==> src/rtl/tcw_pkg.sv <==
`default_nettype none

package tcw_pkg;

  localparam int COLUMNS = 80;
  localparam int ROWS    = 25;
  localparam int CELLS   = COLUMNS * ROWS;
  localparam int ADDR_W  = $clog2(CELLS);

  // field widths fixed by the stream format
  localparam int CMD_W  = 2;
  localparam int CHAR_W = 8;
  localparam int IDX_W  = 11;
  localparam int COL_W  = 7;
  localparam int ROW_W  = 5;

  localparam int IN_TDATA_W  = 24;
  localparam int OUT_TDATA_W = 32;
  localparam int OUT_USED_W  = 2 * CHAR_W + COL_W + ROW_W + 1;

  localparam logic [CMD_W-1:0] CMD_PUT   = 2'd0;
  localparam logic [CMD_W-1:0] CMD_CLEAR = 2'd1;
  localparam logic [CMD_W-1:0] CMD_READ  = 2'd2;

  localparam logic [CHAR_W-1:0] CODE_NULL    = 8'd0;
  localparam logic [CHAR_W-1:0] CODE_HALT    = 8'd3;
  localparam logic [CHAR_W-1:0] CODE_NEWLINE = 8'd10;
  localparam logic [CHAR_W-1:0] BLANK_CHAR   = 8'h20;
  localparam logic [CHAR_W-1:0] BLANK_ATTR   = 8'd7;

  typedef struct packed {
    logic              char_we;
    logic              attr_we;
    logic [ADDR_W-1:0] wr_addr;
    logic [CHAR_W-1:0] wr_char;
    logic [CHAR_W-1:0] wr_attr;
    logic              rd_en;
    logic [ADDR_W-1:0] rd_addr;
  } mem_req_t;

  typedef struct packed {
    logic              halted;
    logic [ROW_W-1:0]  cursor_row;
    logic [COL_W-1:0]  cursor_col;
    logic [CHAR_W-1:0] cell_attr;
    logic [CHAR_W-1:0] cell_char;
  } result_t;

endpackage

`default_nettype wire

==> src/rtl/tcw_ctrl.sv <==
`default_nettype none

module tcw_ctrl (
  input  wire                         clk,
  input  wire                         rst_n,
  input  wire                         in_take,
  input  wire [tcw_pkg::CMD_W-1:0]    in_cmd,
  input  wire [tcw_pkg::CHAR_W-1:0]   in_code,
  input  wire [tcw_pkg::IDX_W-1:0]    in_idx,
  input  wire                         in_run,
  output logic                        idle,
  output tcw_pkg::mem_req_t           mem_req,
  input  wire [tcw_pkg::CHAR_W-1:0]   rd_char,
  input  wire [tcw_pkg::CHAR_W-1:0]   rd_attr,
  output logic                        res_valid,
  input  wire                         res_ready,
  output tcw_pkg::result_t            res,
  output logic                        res_run,
  output logic                        halt
);
  import tcw_pkg::*;

  localparam logic [2:0] S_CLEAR  = 3'd0;
  localparam logic [2:0] S_IDLE   = 3'd1;
  localparam logic [2:0] S_EXEC   = 3'd2;
  localparam logic [2:0] S_SCROLL = 3'd3;
  localparam logic [2:0] S_BLANK  = 3'd4;
  localparam logic [2:0] S_RESULT = 3'd5;

  localparam logic [ADDR_W-1:0] LAST_CELL  = ADDR_W'(CELLS - 1);
  localparam logic [ADDR_W-1:0] BOTTOM_ROW = ADDR_W'(CELLS - COLUMNS);
  localparam logic [ADDR_W-1:0] ROW_STRIDE = ADDR_W'(COLUMNS);
  localparam logic [COL_W-1:0]  LAST_COL   = COL_W'(COLUMNS - 1);
  localparam logic [ROW_W-1:0]  LAST_ROW   = ROW_W'(ROWS - 1);

  logic [2:0]        state_r, state_nxt;
  logic [ADDR_W-1:0] ptr_r, ptr_nxt;
  logic              init_r, init_nxt;
  logic [COL_W-1:0]  col_r, col_nxt;
  logic [ROW_W-1:0]  row_r, row_nxt;
  logic              halt_r, halt_nxt;

  logic [CMD_W-1:0]  cmd_r;
  logic [CHAR_W-1:0] code_r;
  logic [IDX_W-1:0]  idx_r;
  logic              run_r;

  logic              idx_ok;
  logic [ADDR_W-1:0] cursor_addr;
  logic              next_row;

  assign idx_ok      = 32'(idx_r) < CELLS;
  assign cursor_addr = ADDR_W'(32'(row_r) * COLUMNS + 32'(col_r));

  always_ff @(posedge clk) begin
    if (!rst_n) begin
      state_r <= S_CLEAR;
      ptr_r   <= '0;
      init_r  <= 1'b1;
      col_r   <= '0;
      row_r   <= '0;
      halt_r  <= 1'b0;
    end else begin
      state_r <= state_nxt;
      ptr_r   <= ptr_nxt;
      init_r  <= init_nxt;
      col_r   <= col_nxt;
      row_r   <= row_nxt;
      halt_r  <= halt_nxt;
    end
  end

  always_ff @(posedge clk) begin
    if (in_take) begin
      cmd_r  <= in_cmd;
      code_r <= in_code;
      idx_r  <= in_idx;
      run_r  <= in_run;
    end
  end

  always_comb begin
    state_nxt = state_r;
    ptr_nxt   = ptr_r;
    init_nxt  = init_r;
    col_nxt   = col_r;
    row_nxt   = row_r;
    halt_nxt  = halt_r;
    next_row  = 1'b0;
    mem_req   = '0;

    unique case (state_r)
      S_CLEAR: begin
        mem_req.char_we = 1'b1;
        mem_req.attr_we = 1'b1;
        mem_req.wr_addr = ptr_r;
        mem_req.wr_char = BLANK_CHAR;
        mem_req.wr_attr = BLANK_ATTR;
        ptr_nxt         = ptr_r + ADDR_W'(1);
        if (ptr_r == LAST_CELL) begin
          ptr_nxt   = '0;
          init_nxt  = 1'b0;
          state_nxt = init_r ? S_IDLE : S_RESULT;
        end
      end
      S_IDLE: begin
        if (in_take) begin
          state_nxt = S_EXEC;
        end
      end
      S_EXEC: begin
        state_nxt = S_RESULT;
        unique case (cmd_r)
          CMD_PUT: begin
            if (code_r == CODE_HALT) begin
              halt_nxt = 1'b1;
            end else if (!halt_r) begin
              if (code_r == CODE_NEWLINE) begin
                col_nxt  = '0;
                next_row = 1'b1;
              end else if (code_r != CODE_NULL) begin
                mem_req.char_we = 1'b1;
                mem_req.wr_addr = cursor_addr;
                mem_req.wr_char = code_r;
                if (col_r == LAST_COL) begin
                  col_nxt  = '0;
                  next_row = 1'b1;
                end else begin
                  col_nxt = col_r + COL_W'(1);
                end
              end
            end
            if (next_row) begin
              if (row_r == LAST_ROW) begin
                ptr_nxt   = '0;
                state_nxt = S_SCROLL;
              end else begin
                row_nxt = row_r + ROW_W'(1);
              end
            end
          end
          CMD_CLEAR: begin
            col_nxt = '0;
            row_nxt = '0;
            if (!halt_r) begin
              ptr_nxt   = '0;
              state_nxt = S_CLEAR;
            end
          end
          CMD_READ: begin
            mem_req.rd_en   = 1'b1;
            mem_req.rd_addr = idx_ok ? idx_r[ADDR_W-1:0] : '0;
          end
          default: begin
          end
        endcase
      end
      S_SCROLL: begin
        // read one row ahead, write the character read last cycle one row up
        if (ptr_r != '0) begin
          mem_req.char_we = 1'b1;
          mem_req.wr_addr = ptr_r - ADDR_W'(1);
          mem_req.wr_char = rd_char;
        end
        if (ptr_r == BOTTOM_ROW) begin
          state_nxt = S_BLANK;
        end else begin
          mem_req.rd_en   = 1'b1;
          mem_req.rd_addr = ptr_r + ROW_STRIDE;
          ptr_nxt         = ptr_r + ADDR_W'(1);
        end
      end
      S_BLANK: begin
        mem_req.char_we = 1'b1;
        mem_req.wr_addr = ptr_r;
        mem_req.wr_char = BLANK_CHAR;
        ptr_nxt         = ptr_r + ADDR_W'(1);
        if (ptr_r == LAST_CELL) begin
          ptr_nxt   = '0;
          state_nxt = S_RESULT;
        end
      end
      S_RESULT: begin
        if (res_ready) begin
          state_nxt = S_IDLE;
        end
      end
      default: begin
        state_nxt = S_IDLE;
      end
    endcase
  end

  assign idle      = state_r == S_IDLE;
  assign res_valid = state_r == S_RESULT;
  assign halt      = halt_r;
  assign res_run   = run_r;

  always_comb begin
    res            = '0;
    res.cursor_col = col_r;
    res.cursor_row = row_r;
    res.halted     = halt_r;
    if (cmd_r == CMD_READ && idx_ok) begin
      res.cell_char = rd_char;
      res.cell_attr = rd_attr;
    end
  end

endmodule

`default_nettype wire
==> config.mk <==
export PLATFORM = sky130hd
export DESIGN_NAME = tcw_ctrl
export DESIGN_NICKNAME = d
export VERILOG_FILES = /design/src/rtl/tcw_pkg.sv /design/src/rtl/tcw_ctrl.sv
export SDC_FILE = /design/constraint.sdc
export NUM_CORES = 1
export LEC_CHECK = 0
export ABC_AREA = 1
export ABC_CLOCK_PERIOD_IN_PS = 5300
export BUFFER_PORTS_ARGS = -buffer_cell sky130_fd_sc_hd__buf_4
export CAP_MARGIN = 20
export CORE_AREA = 2 2 88 90
export DETAILED_ROUTE_END_ITERATION = 12
export DIE_AREA = 0 0 90 92
export PLACE_DENSITY_LB_ADDON = 0.3
export SLEW_MARGIN = 20
export SYNTH_ARGS = -nofsm -noshare
export SYNTH_HDL_FRONTEND = slang
export SYNTH_SLANG_ARGS = --single-unit
==> constraint.sdc <==
create_clock -name clk -period 5.3 [get_ports clk]
set_clock_uncertainty 0.2 [all_clocks]
set_input_delay 0.795 -clock clk [delete_from_list [all_inputs] [get_ports clk]]
set_output_delay 0.795 -clock clk [all_outputs]
set_load 0.1 [all_outputs]
* Word-level counts from Yosys, hierarchy flattened
Index checks and enable logic that the tools add are counted.
** Word-level totals
- Flip-flop bits (word level) :: 50
- Input port bits :: 42
- Logic and storage cells :: 115
** Cells by class
- $add $sub $neg :: 6
- Multipliers :: 1
- $lt $le $gt $ge :: 1
- Equality and inequality tests :: 28
- Muxes and demuxes :: 55
- Reduce and logical (&&, ||, !) cells :: 14
** Operators with widths (count)
- 2-to-1 mux 19 bit :: 6
- 2-to-1 mux 11 bit :: 6
- case mux 19 bit (3 select lines) :: 1
- 2-to-1 mux 7 bit :: 5
- case mux 11 bit (3 select lines) :: 1
- 2-to-1 mux 3 bit :: 10
- 2-to-1 mux 12 bit :: 2
- case mux 12 bit (2 select lines) :: 1
- == test 11 bit (second input constant) :: 2
- case mux 11 bit (2 select lines) :: 1
- != test 2 bit (second input constant) :: 9
- case mux 3 bit (6 select lines) :: 1
- 2-to-1 mux 16 bit :: 1
- 2-to-1 mux 1 bit :: 14
- case mux 7 bit (2 select lines) :: 1
- != test 3 bit (second input constant) :: 4
- adder 11 x 1 -> 11 bit (second input constant) :: 1
- adder 11 x 7 -> 11 bit :: 1
- adder 11 x 7 -> 11 bit (second input constant) :: 1
- < comparator 11 bit (second input constant) :: 1
- nonzero test 11 bit :: 1
- subtractor 11 x 1 -> 11 bit (second input constant) :: 1
- 2-to-1 mux 5 bit :: 2
- case mux 5 bit (2 select lines) :: 1
- other kinds (28) :: 31

* Longest topological paths before layout
- Depth in word-level cells :: 11
- Mapped depth :: 13
- Mapped depth without buffers :: 13

* Worst setup path after synthesis
OpenSTA, ideal clock, no wires.
- Path kind :: register to output
- From :: reg row_r[1]
- To :: out mem_req[38] (netlist name)
- Arrival :: 4582 ps
- Data required time :: 4305 ps
- Setup slack :: -277 ps
- Stages on the path, launching flop included :: 8
- Cell sequence :: dfxtp_1 ha_1 ha_1 fa_1 xnor2_1 nor2_1 xor2_1 o21ai_0
** RTL lines
- start, declared :: line tcw_ctrl.sv:40 : logic [ROW_W-1:0] row_r, row_nxt;
- start signal, assigned :: line tcw_ctrl.sv:68 : row_r <= row_nxt;
- end, declared :: line tcw_ctrl.sv:12 : output tcw_pkg::mem_req_t mem_req,

==> flow_metrics.env <==
export IMPL_ant_nets=0
export IMPL_die_w_um=90
export IMPL_avgRoutedWirePerCell_um=15.05
export IMPL_maxSlewViolCount=0
export IMPL_wl_met1_mm=4.771
export IMPL_first_iter_violations=442
export IMPL_drive_gt1_frac=0.2193
export IMPL_max_freq_mhz=267.9
export IMPL_cts_tree="built"
export IMPL_period_share=0.7044
export IMPL_worstMarginPinSlew_ps=874.1
export IMPL_hold_path_class="reg -> reg"
export IMPL_synth_seq_cells=50
export IMPL_fin_ws_ps=1567
export IMPL_holdBufCountCts=0
export IMPL_period_minus_slack_ps=3733
export IMPL_pre_cts_ws_ps=1918
export IMPL_clock_latency_ps=300
export IMPL_drt_total_wl_mm=11.21
export IMPL_max_slew_margin=0.4166
export IMPL_top_level_ports=116
export IMPL_start_util=0.5136
export IMPL_synth_warning_count=0
export IMPL_status="completed"
export IMPL_rsz0062_at_grt="false"
export IMPL_layout_common_cells="buf_4 (110), nand2_1 (102), inv_1 (75)"
export IMPL_cp_end_kind="output pin"
export IMPL_tns_ps=0
export IMPL_grt_usage=0.2684
export IMPL_antenna_found_initial=0
export IMPL_crit_top_cell="ha_1"
export IMPL_root_buffer="clkbuf_8"
export IMPL_maxCapViolations=0
export IMPL_r2r_slack_ps=2060
export IMPL_cp_slowest_stage_delay_ps=540
export IMPL_syn_cell_area_um2=3825
export IMPL_arrival_ps=2740
export IMPL_die_h_um=92
export IMPL_design_core_area_um2=7447
export IMPL_crit_family="adder cells"
export IMPL_grt_pass1_wl_mm=18.30
export IMPL_cts_max_level=2
export IMPL_final_nets=702
export IMPL_crit_chain="ha_1 > ha_1 > fa_1 > inv_1 > or3_1 > nand3_1 > o211ai_1 > buf_4"
export IMPL_viasPerCell=5.592
export IMPL_power_density_nw_per_um2=189.3
export IMPL_cts_made_buffers=5
export IMPL_synthDistinctLibCells=41
export IMPL_dpl_cell_area_um2=4624
export IMPL_crit_type="reg -> out"
export IMPL_post_cts_buffers=0
export IMPL_synthCells=550
export IMPL_drc=0
export IMPL_path_buf_inv=2
export IMPL_dieArea_um2=8280
export IMPL_grt_max_degree=25
export IMPL_cp_slowest_cell="fa_1"
export IMPL_clock_sinks=50
export IMPL_setup_violations_final=0
export IMPL_hpwl_mm=8.473
export IMPL_top_layer_used="met4"
export IMPL_p_leak_nw=2.230
export IMPL_crit_required_ps=4300
export IMPL_fill_cells=686
export IMPL_clockBufferDepth=2
export IMPL_postLayoutCellArea_um2=4735
export IMPL_grt_pass1_vias=3928
export IMPL_gp_congestion=0.9604
export IMPL_synth_area_per_cell_um2=6.954
export IMPL_dr_wl_met2_mm=5.302
export IMPL_clk_pin_slew_ps=100
export IMPL_mostFrequentLayoutCell="buf_4"
export IMPL_startpoint_type="flip-flop"
export IMPL_drt_first_pass_iters=6
export IMPL_cts_repair_resize_count=0
export IMPL_globalRouteOverflowTotal=0
export IMPL_yosysSeqAreaShare=0.3193
export IMPL_ir_worst_vdd_mv=0.1361
export IMPL_num_vias=4166
export IMPL_syn_to_final_growth_pct=23.78
export IMPL_dr_wl_met3_um=831
export IMPL_rows=32
export IMPL_path_max_fanout=8
export IMPL_finalHoldViolCount=0
export IMPL_finalPower_mw=0.8962
export IMPL_numPortBuffers=110
export IMPL_diodes=0
==> layer usage <==
| layer | global-route usage | up-vias |
|---|---|---|
| met5 | 0 | - |
| met1 | 0.3518 | 1917 |
| li1 | - | 1995 |
| met2 | 0.4511 | 222 |
| met4 | 0.08718 | 0 |
| met3 | 0.04684 | 32 |
==> area by class of cell <==
type                            count  area (um2)  share of cell area
Clock buffer                        6       72.57             0.01533
Clock inverter                      2       37.54            0.007928
Inverter                           84       316.6             0.06686
Multi-Input combinational cell    391        2133              0.4506
Sequential cell                    50        1221              0.2579
Tap cell                          102       127.6             0.02696
Timing Repair Buffer              110       825.8              0.1744
==> kinds of logic (layout without fill, tap and decap cells) <==
kind of cell,after synthesis,after routing,share of synthesized area
AO/OA/AOI/OAI,81,81,0.1240
adder cells (fa/ha/maj),18,18,0.06281
AND/OR/NAND/NOR,266,266,0.3180
XOR/XNOR,21,21,0.04808
buffers and inverters,113,202,0.1269
flip-flops,50,50,0.3193
other,1,5,0.0009804
==> per-stage QoR <==
step	util	hold WS, ps	cells
CTS	0.6358	272.1	745
global route	0.6358	295.0	745
floorplan	-	229.3	554
global placement	0.6210	241.1	737
finish	0.6358	266.6	745
detailed placement	0.6210	256.4	737
==> worst min-delay path, delay by kind of cell, from the launching register on <==
kind / cells / cell delay (ps)
DFF: 1 / 320
and+or+nand+nor: 1 / 50
AOI/OAI and AO/OA: 1 / 60
==> path summary, 6_finish.rpt <==
check | from | end | depth (start not counted)
max reg2reg | state_r[0] | ptr_r[0] | 8
min | init_r | init_r | 2
min reg2reg | init_r | init_r | 2
max | row_r[1] | mem_req[37] | 8
==> Yosys cell counts, drive strengths merged <==
library cell | count | area, um2
fa | 2 | 40.04
ha | 16 | 200.2
o31ai | 1 | 7.510
o2111ai | 1 | 8.760
buf | 21 | 137.6
clkbuf | 8 | 31.28
o221ai | 7 | 61.31
nor4 | 1 | 6.260
conb | 1 | 3.750
nand3 | 55 | 275.3
and3 | 1 | 6.260
nand3b | 2 | 15.01
nor3b | 2 | 15.01
a21oi | 32 | 163.9
o22ai | 17 | 106.4
o21ai | 17 | 85.08
clkinv | 2 | 8.750
nand4 | 22 | 143.9
a31oi | 3 | 18.77
xnor2 | 4 | 35.03
o211ai | 3 | 22.52
edfxtp | 22 | 660.6
or2 | 1 | 6.260
inv | 82 | 307.8
dfxtp | 28 | 560.5
nor2 | 66 | 277.8
xor2 | 17 | 148.9
nand2 | 107 | 414.2
or3 | 1 | 6.260
nor3 | 8 | 50.05
==> sequential cells by signal, summed over array words and instances (netlist names) <==
| name | cells |
|---|---|
| code_r | 8 |
| idx_r | 11 |
| state_r | 3 |
| row_r | 5 |
| halt | 1 |
| col_r | 7 |
| init_r | 1 |
| res_run | 1 |
| cmd_r | 2 |
| ptr_r | 11 |
==> power by group <==
| group | switching (mW) | internal, mW |
|---|---|---|
| Sequential | 0.0106 | 0.419 |
| Clock | 0.136 | 0.141 |
| Combinational | 0.139 | 0.0510 |
| Total | 0.285 | 0.611 |
(Power assumes the default switching activity.)
